--- src/sv/vpt_div_step.sv ---
`default_nettype none
// One restoring-division step: subtract the shifted divisor when it fits.
module vpt_div_step #(
  parameter int REM_W = 44,
  parameter int DEN_W = 36,
  parameter int SHIFT = 0
) (
  input  wire logic [REM_W-1:0] rem,
  input  wire logic [DEN_W-1:0] den,
  output logic      [REM_W-1:0] rem_next,
  output logic                  quo_bit
);

  localparam int CMP_W = ((REM_W > DEN_W + SHIFT) ? REM_W : DEN_W + SHIFT) + 1;

  logic [CMP_W-1:0] rem_ext;
  logic [CMP_W-1:0] den_ext;
  logic [CMP_W-1:0] diff;

  always_comb begin
    rem_ext  = CMP_W'(rem);
    den_ext  = CMP_W'(den) << SHIFT;
    diff     = rem_ext - den_ext;
    quo_bit  = (rem_ext >= den_ext);
    rem_next = quo_bit ? diff[REM_W-1:0] : rem;
  end

endmodule
`default_nettype wire
--- config.mk ---
export PLATFORM = sky130hd
export DESIGN_NAME = vpt_div_step
export DESIGN_NICKNAME = d
export VERILOG_FILES = /design/src/sv/vpt_div_step.sv
export SDC_FILE = /design/constraint.sdc
export NUM_CORES = 1
export LEC_CHECK = 0
export BUFFER_PORTS_ARGS = -buffer_cell sky130_fd_sc_hd__buf_4
export CAP_MARGIN = 20
export CORE_MARGIN = 10
export CORE_UTILIZATION = 30
export DETAILED_ROUTE_END_ITERATION = 10
export GPL_TIMING_DRIVEN = 0
export PLACE_DENSITY_LB_ADDON = 0.2
export SLEW_MARGIN = 10
export SYNTH_ARGS = -nofsm -noshare
export SYNTH_HDL_FRONTEND = slang
export SYNTH_SLANG_ARGS = --single-unit
--- constraint.sdc ---
create_clock -name vclk -period 3.4
set_input_delay 0.51 -clock vclk [all_inputs]
set_output_delay 0.51 -clock vclk [all_outputs]
set_load 0.05 [all_outputs]
==> results of run 1 <==
==> Yosys cell counts (4+ instances only) <==
cell type	n	area, um^2
nand2_1	40	150
o21a_1	4	30.0
o211ai_1	7	52.6
xnor2_1	27	236
a211oi_1	6	45.0
xor2_1	14	123
o31ai_1	7	52.6
o21bai_1	6	45.0
nand4_1	12	75.1
o21ai_0	28	140
a21oi_1	78	390
nand3_1	10	50.1
clkbuf_1	12	45.0
nand2b_1	4	25.0
ha_1	36	450
mux2_2	5	56.3
nor2_1	54	203
a21o_1	10	75.1
and2_1	4	25.0
nor4_1	6	37.5
buf_2	8	40.0
inv_1	51	191
==> worst max-delay path by stage <==
stage          slack, ns      endpoint  startpoint
2_1_floorplan      -0.25  rem_next[39]     den[21]
3_3_place_gp       -0.81  rem_next[42]     rem[10]
3_5_place_dp       -0.85  rem_next[42]     rem[10]
4_1_cts            -0.31  rem_next[43]      rem[0]
5_1_grt            -0.39  rem_next[28]      rem[0]
6_report           -0.27   rem_next[9]      rem[0]
==> final cells by class <==
cell class / instances / area share
buffer: 9 / 0.0253
multi-input combinational: 398 / 0.650
timing repair buffer: 147 / 0.252
tap: 129 / 0.0308
inverter: 52 / 0.0415
==> metrics by stage <==
stage | instance area, um^2 | setup TNS, ns
5_1_grt | 5240 | -13.57
4_1_cts | 5100 | -10.10
2_1_floorplan | 3460 | -6.74
6_report | 5240 | -8.84
3_3_place_gp | 4560 | -29.60
3_5_place_dp | 4560 | -30.45
==> cells by family after synthesis <==
| logic type | Yosys count | share of synthesized area |
|---|---|---|
| compound gates | 166 | 0.352 |
| xor+xnor | 41 | 0.124 |
| fa+ha+maj | 37 | 0.162 |
| buf+inv | 73 | 0.100 |
| mux | 5 | 0.0194 |
| simple gates | 149 | 0.243 |
==> what timing repair did <==
| action | CTS | global route |
|---|---|---|
| cloned | 2 | 1 |
| pin swaps | 19 | 7 |
| endpoints found under the setup margin | 45 | 45 |
| resized for setup | 106 | 25 |
| buffers inserted | 13 | 8 |
==> power breakdown <==
group | internal, mW | switching [mW]
Sequential | 0 | 0
Combinational | 0.618 | 0.888
Clock | 0 | 0
Total | 0.618 | 0.888
==> metal layers <==
layer  share of wire  up-vias  wire, um  GRT usage
met5               0        -         0          0
met4          0.0038        0        48    0.00687
met3           0.054        4       673     0.0262
met2            0.50      117      6310      0.307
met1            0.44     1818      5540      0.203
li1                -     1947         -          -
==> impl_results.md, run 1 <==
- Layout cell share with drive strength beyond 1: 0.426
- Fill count: 900
- Final number of setup-violating endpoints: 44
- Syn_area_per_cell: 6.17 um^2
- Worst hold slack: 1.36 ns
- Number of cells on the critical path: 14
- Cells after DPL: 725
- Final core utilization: 0.562
- Leak pwr: 2.28 nW
- Cells after Synth: 471
- Full die area: 14000 um^2
- Worst Hold Path Cells: 3
- Largest net degree at the start of global routing: 11
- I/O pin cnt: 125
- Worst Path Required: 2.89 ns
- Residual DRC: 0
- Row count: 35
- RSZ-0062 raised after global routing: yes
- Overflow after GRT: 0
- Final worst setup slack: -0.268 ns
- Failing checks: setup timing
- Arr. time, crit path: 3.16 ns
- Worst hold-check path type: in -> out
- Cell Pwr Density: 287 nW/um^2
- Slew headroom: 0.655
- Vias: 3886
- Part of the Yosys area used for sequential elements: 0
- Initial antenna violation count: 0
- Kind of critical path: in -> out
- Final min period: 3.67 ns
- Hold buffers post-CTS: 0
- Mapped Area: 2910 um^2
- Drt total wl: 12600 um
- Starting Density: 0.311
- Commonest non-fill, non-tap cell in the layout: buf_4
- Final cell count without fillers: 735
- Clock buffer count: 0
- PortBufs: 125
- Vias per cell: 5.29
- Synth cell types: 54
- CP Capture Type: output port
- Pre-CTS WS: -0.851 ns
- F_max: 0.273 GHz
- Hold path start: rem[36]
- Die Y-Extent: 118 um
- Hold Vio Cnt, Final: 0
- CP max stage cell: a2111oi_4
- CORE AREA: 9330 um^2
- GPL Wtd Cong: 0.906
- Worst Hold End: rem_next[36]
- Layout overhead on the synthesized area: 80.5%
- CP max FO: 4
- Status: finished with violations
- Commonest non-fill, non-tap cells in the layout: buf_4 (108), nor2_1 (53), inv_1 (49)
- Initial DRC count: 193
- Num sequential: 0
- Total of warnings raised by yosys: 0
- Synthesized Nets: 588
- Final period util: 1.08
- First-pass GRT wire length: 20100 um
- Pwr Total: 1.51 mW
- Die width: 118 um
- Worst path cell trace: buf_8 -> inv_4 -> ha_4 -> fa_2 -> nand2b_4 -> a21oi_4 -> o21ai_4 -> a2111oi_4 -> nor2_4 -> o211a_4 -> buf_4 -> buf_6 -> o41ai_4 -> buf_6
- Critical path buffers and inverters: 5
- Drt wl/cell: 17.1 um
- # diodes: 0
- VDD IR-drop max: 0.000206 V
- Max stage delay on crit path: 0.38 ns
- Slew Limit Fails: 0
- Total GRT Usage: 0.165
- Final ANT Viol Nets: 0
- DRT Pass-1 Iters: 4
- Critical path startpoint category: input port
- Area occupied by multi-input gates: 3410 um^2
- Nets: 725
- Number of global-route vias before repair: 4026
- Sequential cell area: 0 um^2
- Detail Placement HPWL: 10200 um
- Worst Tran Pin Value: 0.513 ns
- Max-cap check violation count: 0
- Top Family by Delay on Critical Path: compound AO/OA/AOI/OAI gates
- Most common cell on crit path: buf_6
No activity file was read; power rests on OpenSTA's default activity.
==> run 2, diff against run 1 <==
--- a/config.mk
+++ b/config.mk
@@ -8,7 +8,7 @@
 export BUFFER_PORTS_ARGS = -buffer_cell sky130_fd_sc_hd__buf_4
 export CAP_MARGIN = 20
 export CORE_MARGIN = 10
-export CORE_UTILIZATION = 30
+export CORE_UTILIZATION = 40
 export DETAILED_ROUTE_END_ITERATION = 10
 export GPL_TIMING_DRIVEN = 0
 export PLACE_DENSITY_LB_ADDON = 0.2
==> run 2 against run 1 <==
Against the previous run:
- the run still ends with setup timing left
- design area increased by 13%
- global-route usage grew 5.4 points
- critical path type unchanged
- worst hold slack got worse by 0.019 ns
- sequential share of layout area unchanged
- count of clock-buffer cells in the layout unchanged
- sequential cell count is the same
- combinational power grew 8%
- critical path depth unchanged
- first-iteration DRC count increased by 16%
- largest power group unchanged
- worst setup slack gained 0.046 ns
- largest cell class unchanged
- non-clock buffer count increased by 20
==> impl_results.md, run 2 (synthesis gave the netlist of run 1 again) <==
- Leak pwr: 2.47 nW
- Cell Pwr Density: 277 nW/um^2
- Total GRT Usage: 0.219
- Starting Density: 0.405
- Initial antenna violation count: 0
- CP Capture Type: output port
- Vias: 4275
- CORE AREA: 7180 um^2
- Status: finished with violations
- Full die area: 11100 um^2
- Cells after DPL: 695
- Final ANT Viol Nets: 0
- Kind of critical path: in -> out
- Nets: 745
- Clock buffer count: 0
- Worst Hold Path Cells: 3
- Slew Limit Fails: 0
- Placed Area: 4530 um^2
- First-pass GRT wire length: 21300 um
- Final core utilization: 0.822
- PortBufs: 125
- GPL Wtd Cong: 0.879
- Largest net degree at the start of global routing: 11
- Commonest non-fill, non-tap cell in the layout: buf_4
- Overflow after GRT: 0
- Worst Path Required: 2.89 ns
- Number of global-route vias before repair: 4436
- Final min period: 3.62 ns
- Row count: 31
- Final cell count without fillers: 725
- Initial DRC count: 223
- Worst Setup SP: rem[0]
- Num sequential: 0
- RSZ-0062 raised after global routing: yes
- Residual DRC: 0
- Sequential cell area: 0 um^2
- Max-cap check violation count: 0
- Die width: 105 um
- Layout cell share with drive strength beyond 1: 0.527
- Worst Tran Pin Value: 0.525 ns
- Layout overhead on the synthesized area: 103%
- I/O pin cnt: 125
- Drt total wl: 13900 um
- Final worst setup slack: -0.222 ns
- Hold Vio Cnt, Final: 0
- Drt wl/cell: 19.1 um
- Final number of setup-violating endpoints: 43
- Die Y-Extent: 105 um
- VDD IR-drop max: 0.000215 V
- Arr. time, crit path: 3.11 ns
- Vias per cell: 5.90
- Worst hold-check path type: in -> out
- DRT Pass-1 Iters: 5
- Critical path startpoint category: input port
- Final period util: 1.07
- Failing checks: setup timing
- CP max FO: 4
- Hold path start: rem[36]
- Commonest non-fill, non-tap cells in the layout: buf_4 (98), buf_6 (47), inv_1 (44)
- Hold buffers post-CTS: 0
- Slew headroom: 0.647
- F_max: 0.276 GHz
- Detail Placement HPWL: 9470 um
- Fill count: 426
- Design area: 5900 um^2
- # diodes: 0
## run 2: cell types whose count changed in the layout (fill, tap and decap cells not counted), sizes merged
cell / delta
clkbuf: +1
inv: -1
clkinv: +1
buf: +19
## run 2: cell type report
class | instances | area (um^2) | area share
Multi-Input combinational cell | 398 | 3740 | 0.634
Timing Repair Buffer | 168 | 1700 | 0.288
Inverter | 52 | 218 | 0.0369
Tap cell | 99 | 124 | 0.0210
Buffer | 8 | 123 | 0.0208
## run 2: final timing paths
kind                      endpoint
worst min-delay path  rem_next[36]
worst max-delay path  rem_next[42]
## run 2: per-stage QoR
step / TNS [ns] / setup WS [ns] / hold slack [ns] / power (mW)
floorplan: -6.74 / -0.247 / 1.14 / 0.967
global placement: -25.54 / -0.665 / 1.38 / 1.32
detailed placement: -26.76 / -0.726 / 1.38 / 1.33
CTS: -4.57 / -0.227 / 1.35 / 1.54
global route: -10.60 / -0.330 / 1.35 / 1.71
finish: -6.72 / -0.222 / 1.34 / 1.63
## run 2: per-layer routing
layer / vias up / wire length [um] / GRT usage
li1: 1999 / - / -
met4: 0 / 306 / 0.0441
met1: 2014 / 5330 / 0.246
met5: - / 0 / 0
met3: 37 / 1030 / 0.0432
met2: 225 / 7200 / 0.416
## run 2: critical path: stages
cell and delay (ns):
buf_8 0.08, inv_4 0.03, ha_4 0.15, fa_2 0.37, nand2b_4 0.17, a21oi_4 0.19
o21ai_4 0.08, a2111oi_4 0.35, nor2_4 0.08, o211a_4 0.27, buf_12 0.14, nor4_4 0.36
xor2_4 0.17, buf_6 0.17
## run 2: what timing repair did
action / CTS / global route
setup endpoints to repair: 45 / 45
gates cloned: 5 / 2
resized for setup: 175 / 80
buffers inserted: 28 / 13
pin swaps: 37 / 13
## run 2: power breakdown
part           internal [mW]  switching [mW]
registers                  0               0
clock network              0               0
logic                  0.687           0.947
==> run 3, diff against run 2 <==
--- a/config.mk
+++ b/config.mk
@@ -5,11 +5,11 @@
 export SDC_FILE = /design/constraint.sdc
 export NUM_CORES = 1
 export LEC_CHECK = 0
-export BUFFER_PORTS_ARGS = -buffer_cell sky130_fd_sc_hd__buf_4
 export CAP_MARGIN = 20
 export CORE_MARGIN = 10
 export CORE_UTILIZATION = 40
 export DETAILED_ROUTE_END_ITERATION = 10
+export DONT_BUFFER_PORTS = 1
 export GPL_TIMING_DRIVEN = 0
 export PLACE_DENSITY_LB_ADDON = 0.2
 export SLEW_MARGIN = 10
==> run 3 against run 2 <==
Against the previous run:
- the run still ends with setup timing left
- largest power group unchanged
- total power is 26% lower
- worst setup slack improved by 0.0018 ns
- routed wire length fell by 19%
- sequential cell count stayed put
- combinational power down 26%
- via count down 17%
- worst hold slack worse by 0.20 ns
- critical path depth decreased by 4
- design area is 22% lower
==> impl_results.md, run 3 (synthesis gave the netlist of run 1 again) <==
- Commonest non-fill, non-tap cell in the layout: inv_1
- Pre-CTS WS: -0.701 ns
- Kind of critical path: in -> out
- Final ANT Viol Nets: 0
- Initial DRC count: 139
- Overflow after GRT: 0
- Residual DRC: 0
- GPL Wtd Cong: 0.889
- Worst Setup SP: den[21]
- Worst Hold End: rem_next[39]
- CP max stage cell: o41ai_4
- Area occupied by multi-input gates: 3660 um^2
- First-pass GRT wire length: 17200 um
- Hold path start: rem[39]
- Clock buffer count: 0
- Leak pwr: 1.77 nW
- Worst Tran Pin Value: 0.795 ns
- F_max: 0.276 GHz
- I/O pin cnt: 125
- Starting Density: 0.405
- Final period util: 1.06
- Layout cell share with drive strength beyond 1: 0.374
- Final min period: 3.62 ns
- Num sequential: 0
- # diodes: 0
- Max stage delay on crit path: 0.72 ns
- Commonest non-fill, non-tap cells in the layout: inv_1 (46), nand2_1 (38), a21oi_1 (37)
- Number of cells on the critical path: 10
- CP Capture Type: output port
- Final worst setup slack: -0.220 ns
- Drt wl/cell: 18.8 um
- Worst Path Required: 2.89 ns
- Worst path cell trace: inv_12 -> ha_4 -> and4_4 -> nand2_2 -> or3_4 -> a2111oi_4 -> nor2_4 -> o211a_4 -> buf_12 -> o41ai_4
- TNS Setup: -5.43 ns
- DRT Pass-1 Iters: 5
- VDD IR-drop max: 0.000156 V
- Sequential cell area: 0 um^2
- Failing checks: setup timing
- Largest net degree at the start of global routing: 11
- Final number of setup-violating endpoints: 42
- Vias: 3550
- Cell Pwr Density: 262 nW/um^2
- Drt total wl: 11200 um
- Pwr Total: 1.21 mW
- RSZ-0062 raised after global routing: yes
- CP max FO: 5
- Number of global-route vias before repair: 3492
- Worst hold-check path type: in -> out
- Worst Hold Path Cells: 1
- Layout overhead on the synthesized area: 58.4%
- Hold Vio Cnt, Final: 0
- Fill count: 650
- Die width: 105 um
- Row count: 31
- Final core utilization: 0.641
- Design area: 4600 um^2
- Detail Placement HPWL: 8610 um
- Full die area: 11100 um^2
- PortBufs: 0
- Hold buffers post-CTS: 0
- Nets: 616
- Vias per cell: 5.96
- Initial antenna violation count: 0
- Arr. time, crit path: 3.11 ns
- Critical path startpoint category: input port
- Die Y-Extent: 105 um
- Critical path buffers and inverters: 2
- Status: finished with violations
- CORE AREA: 7180 um^2
- Max-cap check violation count: 0
- Slew Limit Fails: 0
- Slew headroom: 0.468
- Total GRT Usage: 0.176
- Placed Area: 3590 um^2
- Top Family by Delay on Critical Path: compound AO/OA/AOI/OAI gates
-- run 3: cell count changes in the layout (fill, tap and decap cells not counted), sizes merged --
cell	previous run	this run
clkbuf	3	4
clkinv	1	0
inv	51	52
buf	173	43
-- run 3: how the worst max path moves through the flow --
stage	end	slack, ns
CTS	rem_next[41]	-0.24
finish	rem_next[9]	-0.22
global route	rem_next[41]	-0.32
detailed placement	rem_next[42]	-0.70
global placement	rem_next[42]	-0.67
floorplan	rem_next[39]	-0.25
-- run 3: layout make-up --
class	instances	area share
repair buffers	38	0.0949
inverters	52	0.0506
multi-input cells	398	0.796
well taps	99	0.0269
plain buffers	9	0.0315
-- run 3: per-stage QoR --
stage / cells / hold WS [ns]
2_1_floorplan: 471 / 1.14
3_3_place_gp: 570 / 1.14
3_5_place_dp: 570 / 1.14
4_1_cts: 586 / 1.14
5_1_grt: 596 / 1.15
6_report: 596 / 1.14
-- run 3: power breakdown --
group	switching, mW	leakage, nW	internal (mW)
registers	0	0	0
logic	0.820	1.77	0.388
clock network	0	0	0
total	0.820	1.77	0.388
-- run 3: what timing repair did --
| action | CTS | global route |
|---|---|---|
| setup endpoints to repair | 45 | 45 |
| pin swaps | 26 | 24 |
| resized for setup | 78 | 96 |
| setup buffers | 20 | 16 |
| gates cloned | 2 | 3 |
-- run 3: metal layers --
| layer | wire (um) | up-vias | track usage |
|---|---|---|---|
| met5 | 0 | - | 0 |
| met4 | 152 | 0 | 0.0167 |
| met3 | 833 | 19 | 0.0353 |
| met2 | 5500 | 146 | 0.315 |
| met1 | 4720 | 1655 | 0.218 |
| li1 | - | 1730 | - |
