--- config.mk ---
export PLATFORM = sky130hd
export DESIGN_NAME = vpt_cfg
export DESIGN_NICKNAME = d
export VERILOG_FILES = /design/src/sv/vpt_pkg.sv /design/src/sv/vpt_cfg.sv
export SDC_FILE = /design/constraint.sdc
export NUM_CORES = 1
export LEC_CHECK = 0
export ABC_AREA = 1
export BUFFER_PORTS_ARGS = -buffer_cell sky130_fd_sc_hd__buf_2
export CAP_MARGIN = 40
export CELL_PAD_IN_SITES_DETAIL_PLACEMENT = 1
export CELL_PAD_IN_SITES_GLOBAL_PLACEMENT = 1
export CORE_AREA = 8 8 184 203
export DETAILED_ROUTE_END_ITERATION = 12
export DIE_AREA = 0 0 192 211
export PLACE_DENSITY = 0.9
export SETUP_SLACK_MARGIN = 0.5
export SLEW_MARGIN = 10
export SYNTH_ARGS = -nofsm -noshare
export SYNTH_HDL_FRONTEND = slang
export SYNTH_SLANG_ARGS = --single-unit
export TNS_END_PERCENT = 100
--- constraint.sdc ---
create_clock -name clk -period 4.8 [get_ports clk]
set_clock_uncertainty 0.15 [all_clocks]
set_input_delay 0.96 -clock clk [delete_from_list [all_inputs] [get_ports clk]]
set_output_delay 0.96 -clock clk [all_outputs]
set_load 0.05 [all_outputs]
--- src/sv/vpt_pkg.sv ---
`default_nettype none
package vpt_pkg;

  // Field and register widths
  localparam int COORD_W  = 16;
  localparam int ENTRY_W  = 16;
  localparam int ROW_W    = 64;
  localparam int NUM_ROWS = 4;
  localparam int NUM_COLS = 4;
  localparam int LANES    = 3;

  // Quotient bits kept by the divider: 16 result bits plus an overflow bit
  localparam int QUO_W = COORD_W + 1;

  // APB register file
  localparam int APB_DATA_W = 64;
  localparam int APB_ADDR_W = 6;
  localparam int REG_IDX_W  = 3;

  localparam logic [REG_IDX_W-1:0] REG_MODE      = 3'd0;
  localparam logic [REG_IDX_W-1:0] REG_ROW_ONE   = 3'd1;
  localparam logic [REG_IDX_W-1:0] REG_ROW_TWO   = 3'd2;
  localparam logic [REG_IDX_W-1:0] REG_ROW_THREE = 3'd3;
  localparam logic [REG_IDX_W-1:0] REG_ROW_FOUR  = 3'd4;

  localparam logic MODE_LINEAR     = 1'b0;
  localparam logic MODE_PROJECTIVE = 1'b1;
  localparam logic MODE_RESET      = MODE_PROJECTIVE;

  // Identity matrix, Q4.12
  localparam logic [NUM_ROWS-1:0][ROW_W-1:0] ROW_RESET = '{
    64'h1000_0000_0000_0000,
    64'h0000_1000_0000_0000,
    64'h0000_0000_1000_0000,
    64'h0000_0000_0000_1000
  };

  // Saturation limits
  localparam logic signed [COORD_W-1:0] COORD_MAX = 16'sh7FFF;
  localparam logic signed [COORD_W-1:0] COORD_MIN = 16'sh8000;
  localparam logic [QUO_W-1:0] POS_LIMIT = 17'd32767;
  localparam logic [QUO_W-1:0] NEG_LIMIT = 17'd32768;

  typedef struct packed {
    logic                              mode;
    logic [NUM_ROWS-1:0][ROW_W-1:0]    rows;
  } vpt_cfg_t;

endpackage
`default_nettype wire

--- src/sv/vpt_cfg.sv ---
`default_nettype none
module vpt_cfg (
  input  wire logic                              clk,
  input  wire logic                              rst,
  input  wire logic                              psel,
  input  wire logic                              penable,
  input  wire logic                              pwrite,
  input  wire logic [vpt_pkg::APB_ADDR_W-1:0]    paddr,
  input  wire logic [vpt_pkg::APB_DATA_W-1:0]    pwdata,
  output logic      [vpt_pkg::APB_DATA_W-1:0]    prdata,
  output logic                                   pready,
  output vpt_pkg::vpt_cfg_t                      cfg
);

  logic [vpt_pkg::REG_IDX_W-1:0] idx;
  logic                          wr_en;

  assign idx    = paddr[vpt_pkg::APB_ADDR_W-1:3];
  assign wr_en  = psel && penable && pwrite;
  assign pready = 1'b1;

  // Write registers on the access cycle
  always_ff @(posedge clk) begin
    if (rst) begin
      cfg.mode <= vpt_pkg::MODE_RESET;
      cfg.rows <= vpt_pkg::ROW_RESET;
    end else if (wr_en) begin
      case (idx)
        vpt_pkg::REG_MODE:      cfg.mode    <= pwdata[0];
        vpt_pkg::REG_ROW_ONE:   cfg.rows[0] <= pwdata;
        vpt_pkg::REG_ROW_TWO:   cfg.rows[1] <= pwdata;
        vpt_pkg::REG_ROW_THREE: cfg.rows[2] <= pwdata;
        vpt_pkg::REG_ROW_FOUR:  cfg.rows[3] <= pwdata;
        default: ;
      endcase
    end
  end

  // Read back
  always_comb begin
    case (idx)
      vpt_pkg::REG_MODE:      prdata = vpt_pkg::APB_DATA_W'(cfg.mode);
      vpt_pkg::REG_ROW_ONE:   prdata = cfg.rows[0];
      vpt_pkg::REG_ROW_TWO:   prdata = cfg.rows[1];
      vpt_pkg::REG_ROW_THREE: prdata = cfg.rows[2];
      vpt_pkg::REG_ROW_FOUR:  prdata = cfg.rows[3];
      default:                prdata = '0;
    endcase
  end

endmodule
`default_nettype wire

==> impl_summary.log, run 1 <==
[metrics] number of buffers on the longest clock path: 3
[metrics] transition time at the pin with the least slew margin: 0.872 ns
[metrics] post-layout min period: 3.71 ns
[metrics] detailed-route wire length: 49,700 µm
[metrics] Critical Path End Type: output pin
[metrics] mux cell area share after synthesis: 0
[metrics] kind of cell adding the most delay to the critical path: buffers and inverters
[metrics] vias in the first global route: 14.7k
[metrics] TritonCTS clock tree: done
[metrics] die area: 0.0405 mm²
[metrics] clock latency at the later pin of the worst-skew pair: 0.55 ns
[metrics] number of synthesized flops with an enable pin: 0
[metrics] first-pass GRT wire length: 78,400 µm
[metrics] Net count, final: 2,466
[metrics] area share of and/or/nand/nor cells after synthesis: 0.475
[metrics] top flop regs: cfg: 257 flops
[metrics] setup violators final: 0
[metrics] antenna violations before repair: 8
[metrics] critical path's slowest cell: sky130_fd_sc_hd__buf_4
[metrics] clock root buffer master: sky130_fd_sc_hd__clkbuf_16
[metrics] result of the run: finished clean
[metrics] area inside the core boundary: 0.0339 mm²
[metrics] Tightest Hold Check Type: reg2reg
[metrics] top cells by area, synth: sky130_fd_sc_hd__dfxtp_1 (42%), sky130_fd_sc_hd__nand2_1 (23%), sky130_fd_sc_hd__nor2_1 (15%)
[metrics] static leakage: 8.31 nW
[metrics] total of cells resized after clock tree synthesis: 0
[metrics] post-route cell area: 0.0155 mm²
[metrics] Max Freq: 270 MHz
[metrics] share of final-layout standard cells stronger than drive strength 1: 0.196
[metrics] Syn Inst Count: 2,073
[metrics] pin count of the biggest net entering global routing: 128
[metrics] Pre-antenna DRT Iters: 5
[metrics] Rows: 71
[metrics] synthesis-to-finish area growth: 25.2%
[metrics] post-synthesis compound-gate area fraction: 0.00202
[metrics] classification of the worst setup path: in2out
[metrics] WL per Instance: 17.4 µm
[metrics] power per cell area: 311 mW/mm²
[metrics] top post-synthesis cells by count: sky130_fd_sc_hd__nand2_1 (771), sky130_fd_sc_hd__nor2_1 (506), sky130_fd_sc_hd__dfxtp_1 (257), sky130_fd_sc_hd__nand3_1 (198), sky130_fd_sc_hd__inv_1 (192)
[metrics] library cell with the largest summed area after synthesis: sky130_fd_sc_hd__dfxtp_1
[metrics] flip-flop count of the largest register after layout: 257
[metrics] async set-or-reset flop fraction in the synthesized netlist: 0
[metrics] fillers: 4,725
[metrics] footprint of the multi-input gates: 0.00594 mm²
[metrics] clock net sink count: 257
[metrics] dpl hpwl: 33,800 µm
[metrics] delay of the slowest cell on the worst path: 0.49 ns
[metrics] Fin. Hold Viols: 0
[metrics] syn nets: 2,148
[metrics] accumulated negative setup slack: 0 ns
[metrics] Synth Cell Area: 0.0124 mm²
[metrics] Antenna Nets Post-Route: 0
[metrics] last weighted congestion value of the routability-driven placer: 0.805
[metrics] DRC viols: 0
[metrics] cell seen most often among critical-path stages: sky130_fd_sc_hd__nand2_1
[metrics] Top-Level Pins: 397
[metrics] DRC violation total after the first TritonRoute iteration: 601
[metrics] hold-fix buffers at CTS: 0
[metrics] fraction of synthesized cell area taken by the top area cell type: 0.415
[metrics] initial core utilization: 0.365
[metrics] period utilization: 0.773
[metrics] post-CTS setup repair buffer count: 0
[metrics] number of vias per cell after detailed routing: 4.94
[metrics] critical path startpoint category: primary input
[metrics] number of H-tree levels: 1
[metrics] most instantiated library cell after synthesis: sky130_fd_sc_hd__nand2_1
[metrics] vias after detailed routing: 14.1k
[metrics] worst-path fanout max: 49
[metrics] number of buffers created by CTS: 29
[metrics] Chip Height: 211 µm
[metrics] cell chain of the critical path: buf_2, inv_1, nand2_1, nor2_4, buf_4, nand2_1, nand2_1, inv_1, nand2_1, buf_2
[metrics] xor/xnor cell area share of the yosys netlist: 0
[metrics] top register by number of flip-flops: cfg
[metrics] sequential element share of the synthesized area: 0.415
[metrics] Cell variety after synth: 17
[metrics] number of buffers and inverters on the critical path: 5
[metrics] unrepaired setup endpoints after global routing: no
[metrics] worst rel slew slack: 0.418
[metrics] Storage cell area: 0.00514 mm²
[metrics] horizontal extent of the die: 192 µm
[metrics] Pins Over Slew Limit: 0
[metrics] fraction of the mapped netlist area in adder cells: 0
[metrics] Clk pin slew, worst setup/hold paths: 0.05 ns
[metrics] number of maximum-capacitance violations: 0
[metrics] total of warnings raised by yosys: 0
[metrics] Crit path required time: 3.69 ns
[metrics] final core area utilization: 0.457
[metrics] dpl cell area: 0.0146 mm²
[metrics] total of flip-flops plus latches after synthesis: 257
[metrics] worst vdd ir: 230 µV
[metrics] input/output buffers: 392
[metrics] total grt overflow: 0
[metrics] critical path arrival: 2.60 ns
[metrics] All-Layer GR Usage: 0.236
[metrics] main combinational cell family by area after synthesis: simple AND/OR/NAND/NOR gates
[metrics] flip-flop cell with the highest count after synthesis: sky130_fd_sc_hd__dfxtp_1
[metrics] average cell area after synthesis: 5.98 µm²
## path summary, 6_finish.rpt
check                 from         end  slack, ns  depth (start not counted)
hold reg to reg    cfg[19]     cfg[19]       0.35                          2
setup / recovery  paddr[3]  prdata[55]       1.09                         10
hold / removal     cfg[19]     cfg[19]       0.35                          2
setup reg to reg   cfg[12]     cfg[12]       3.97                          2
## final cells by class
cell class,count,share of cell area
multi-input cells,1494,0.383
inverters,196,0.0479
diodes,6,0.000968
flip-flops and latches,257,0.332
clock inverters,7,0.00435
repair buffers,413,0.143
well taps,438,0.0353
clock buffers,41,0.0542
## where the power goes
group | total, mW | leakage, nW | switching (mW) | internal (mW)
Sequential | 2.19 | 2.07 | 0.0241 | 2.16
Clock | 2.16 | 0.452 | 0.900 | 1.26
Combinational | 0.487 | 5.78 | 0.371 | 0.116
Total | 4.83 | 8.31 | 1.30 | 3.54
## per-layer routing
| layer | part of all wire | track usage | vias up |
|---|---|---|---|
| li1 | - | - | 6800 |
| met1 | 0.39 | 0.258 | 6724 |
| met2 | 0.50 | 0.427 | 424 |
| met3 | 0.062 | 0.0452 | 146 |
| met4 | 0.049 | 0.122 | 4 |
| met5 | 0.00050 | 0 | - |
## worst reg2reg max path, delay by kind of cell (launching register included)
family	cells	cell delay, ns
AOI/OAI and AO/OA	1	0.13
DFF	1	0.41
and+or+nand+nor	1	0.08
## cells by family (layout without fill, tap and decap cells)
| family | count (synthesis) | after routing |
|---|---|---|
| simple gates | 1488 | 1488 |
| compound gates | 5 | 5 |
| flops | 257 | 257 |
| buf+inv | 322 | 657 |
| other cells | 1 | 7 |
## cells in the final DEF, fill, tap and decap left out
cell type,instances
sky130_fd_sc_hd__clkinv_2,4
sky130_fd_sc_hd__nand3_2,2
sky130_fd_sc_hd__inv_8,1
sky130_fd_sc_hd__nand4_1,2
sky130_fd_sc_hd__nor2_4,8
sky130_fd_sc_hd__buf_12,6
sky130_fd_sc_hd__inv_2,3
sky130_fd_sc_hd__diode_2,6
sky130_fd_sc_hd__o21ai_0,5
sky130_fd_sc_hd__inv_1,192
sky130_fd_sc_hd__nand3_1,198
sky130_fd_sc_hd__bufinv_16,1
sky130_fd_sc_hd__inv_6,2
sky130_fd_sc_hd__nor2_1,506
sky130_fd_sc_hd__clkbuf_16,29
sky130_fd_sc_hd__nand2_1,771
sky130_fd_sc_hd__nor2_2,1
sky130_fd_sc_hd__dfxtp_1,257
sky130_fd_sc_hd__buf_2,392
sky130_fd_sc_hd__buf_4,14
sky130_fd_sc_hd__clkbuf_1,5
sky130_fd_sc_hd__buf_16,1
sky130_fd_sc_hd__clkbuf_8,7
sky130_fd_sc_hd__conb_1,1
## through the flow
step	power, mW	setup slack, ns	hold slack, ns	cells
final	4.83	1.09	0.349	2852
after global routing	5.01	0.960	0.373	2851
after CTS	4.89	1.09	0.349	2846
after detailed placement	2.72	1.09	0.341	2798
after global placement	2.70	1.12	0.333	2797
after floorplan	2.56	1.49	0.560	2073
Note: power is estimated with default switching activity, not from simulation.
==> run 2: changes to the inputs <==
Settings changed: CORE_AREA 8 8 184 203 to 8 8 200 221, DIE_AREA 0 0 192 211 to 0 0 208 229, PLACE_DENSITY 0.9 to 0.81.
Clock period 4.8 ns to 3.41 ns, I/O delays scaled along.
==> impl_summary.log, run 2 (synthesized netlist as in run 1, its figures left out) <==
[metrics] result of the run: finished clean
[metrics] period utilization: 0.838
[metrics] area inside the core boundary: 0.0406 mm²
[metrics] critical path's slowest cell: sky130_fd_sc_hd__clkbuf_4
[metrics] power per cell area: 433 mW/mm²
[metrics] final instance count without filler cells: 2,965
[metrics] worst rel slew slack: 0.613
[metrics] static leakage: 8.62 nW
[metrics] worst vdd ir: 418 µV
[metrics] critical path arrival: 2.03 ns
[metrics] Clk pin slew, worst setup/hold paths: 0.06 ns
[metrics] Logic pwr share: 0.110
[metrics] Antenna Nets Post-Route: 0
[metrics] input/output buffers: 392
[metrics] vias in the first global route: 14.8k
[metrics] post-layout min period: 2.86 ns
[metrics] delay of the slowest cell on the worst path: 0.23 ns
[metrics] Total Power: 7.15 mW
[metrics] horizontal extent of the die: 208 µm
[metrics] initial core utilization: 0.305
[metrics] number of vias per cell after detailed routing: 4.79
[metrics] share of final-layout standard cells stronger than drive strength 1: 0.207
[metrics] number of buffers created by CTS: 28
[metrics] top register by number of flip-flops: cfg
[metrics] detailed-route wire length: 55,500 µm
[metrics] Net Switching: 1.93 mW
[metrics] Pre-antenna DRT Iters: 5
[metrics] dpl hpwl: 34,200 µm
[metrics] hold-fix buffers at CTS: 0
[metrics] clock network fraction of design power: 0.460
[metrics] classification of the worst setup path: in2out
[metrics] worst-path fanout max: 15
[metrics] Tightest Hold Check Type: in2reg
[metrics] clock root buffer master: sky130_fd_sc_hd__clkbuf_16
[metrics] Chip Height: 229 µm
[metrics] cell chain of the critical path: buf_2, clkinv_4, nand2_1, nor2_4, buf_12, buf_16, nand2_1, nand2_1, inv_1, nand2_1, clkbuf_4
[metrics] total grt overflow: 0
[metrics] vias after detailed routing: 14.2k
[metrics] Net count, final: 2,495
[metrics] first-pass GRT wire length: 82,300 µm
[metrics] number of buffers on the longest clock path: 3
[metrics] Rows: 78
[metrics] DRC violation total after the first TritonRoute iteration: 683
[metrics] kind of cell adding the most delay to the critical path: buffers and inverters
[metrics] part of the power in registers: 0.430
[metrics] synthesis-to-finish area growth: 33.5%
[metrics] Storage cell area: 0.00514 mm²
[metrics] clock latency at the later pin of the worst-skew pair: 0.57 ns
[metrics] footprint of the multi-input gates: 0.00594 mm²
[metrics] DRC viols: 0
[metrics] flip-flop count of the largest register after layout: 257
[metrics] clock net sink count: 257
[metrics] commonest non-fill, non-tap cells in the layout: sky130_fd_sc_hd__nand2_1 (770), sky130_fd_sc_hd__nor2_1 (506), sky130_fd_sc_hd__buf_2 (328), sky130_fd_sc_hd__dfxtp_1 (257), sky130_fd_sc_hd__nand3_1 (198)
[metrics] Crit path required time: 2.58 ns
[metrics] transition time at the pin with the least slew margin: 0.579 ns
[metrics] All-Layer GR Usage: 0.211
[metrics] unrepaired setup endpoints after global routing: yes
[metrics] Pins Over Slew Limit: 0
[metrics] Top-Level Pins: 397
[metrics] number of H-tree levels: 1
[metrics] die area: 0.0476 mm²
[metrics] number of instances in the placed design: 2,881
[metrics] cell internal pwr: 5.22 mW
[metrics] Max Freq: 350 MHz
[metrics] top flop regs: cfg: 257 flops
[metrics] WL per Instance: 18.7 µm
[metrics] last weighted congestion value of the routability-driven placer: 0.786
[metrics] accumulated negative setup slack: 0 ns
[metrics] cell seen most often among critical-path stages: sky130_fd_sc_hd__nand2_1
[metrics] setup violators final: 0
[metrics] number of maximum-capacitance violations: 0
[metrics] switching fraction of total power: 0.270
[metrics] Fin. Hold Viols: 0
[metrics] critical path startpoint category: primary input
[metrics] most common cell after layout, fill and taps aside: sky130_fd_sc_hd__nand2_1
[metrics] fillers: 5,401
[metrics] antenna violations before repair: 5
[metrics] pin count of the biggest net entering global routing: 93
[metrics] TritonCTS clock tree: done
[metrics] number of buffers and inverters on the critical path: 6
[metrics] Critical Path End Type: output pin
[run 2: layout make-up]
type / count / share of cell area
clock inverter: 14 / 0.0125
sequential: 257 / 0.311
multi-input combinational: 1494 / 0.359
tap: 520 / 0.0393
antenna: 3 / 0.000454
clock buffer: 38 / 0.0464
timing repair buffer: 443 / 0.185
inverter: 196 / 0.0455
[run 2: timing repair]
action                     CTS  global route
hold endpoints to repair     0             0
gates resized for setup     38            74
gates cloned                 6            10
pin swaps                    1             2
setup buffers                4             9
setup endpoints to repair   64            64
[run 2: power by group through the flow]
stage / sequential, mW / clock (mW) / combinational (mW)
2_1_floorplan: 3.27 / 0 / 0.342
3_3_place_gp: 3.14 / 0 / 0.681
3_5_place_dp: 3.14 / 0 / 0.698
4_1_cts: 3.08 / 3.35 / 0.741
5_1_grt: 3.08 / 3.46 / 0.847
6_report: 3.08 / 3.29 / 0.788
[run 2: tightest hold or removal path, delay by kind of cell]
| family | cells | cell delay, ns |
|---|---|---|
| buffers and inverters | 1 | 0.09 |
| AND/OR/NAND/NOR | 2 | 0.11 |
[run 2: stage by stage]
stage,setup slack (ns),util,instance area (µm²),hold WS (ns)
final,0.552,0.407,16500,0.184
after detailed placement,0.345,0.364,14800,0.341
after global routing,0.462,0.407,16500,0.182
after floorplan,0.654,-,12400,0.560
after global placement,0.364,0.364,14800,0.335
after CTS,0.465,0.396,16100,0.157
[run 2: worst paths after layout]
path	cells after the start	start	slack, ns	end
min reg2reg	2	cfg[138]	0.35	cfg[138]
max	11	paddr[5]	0.55	prdata[39]
max reg2reg	2	cfg[12]	2.58	cfg[12]
min	3	pwdata[44]	0.18	cfg[172]
[run 2: per-layer routing]
| metal | vias to the layer above | track usage | part of all wire |
|---|---|---|---|
| met5 | - | 0 | 0.00018 |
| met4 | 2 | 0.0814 | 0.039 |
| met3 | 110 | 0.0389 | 0.056 |
| met2 | 384 | 0.380 | 0.49 |
| met1 | 6843 | 0.246 | 0.41 |
| li1 | 6859 | - | - |
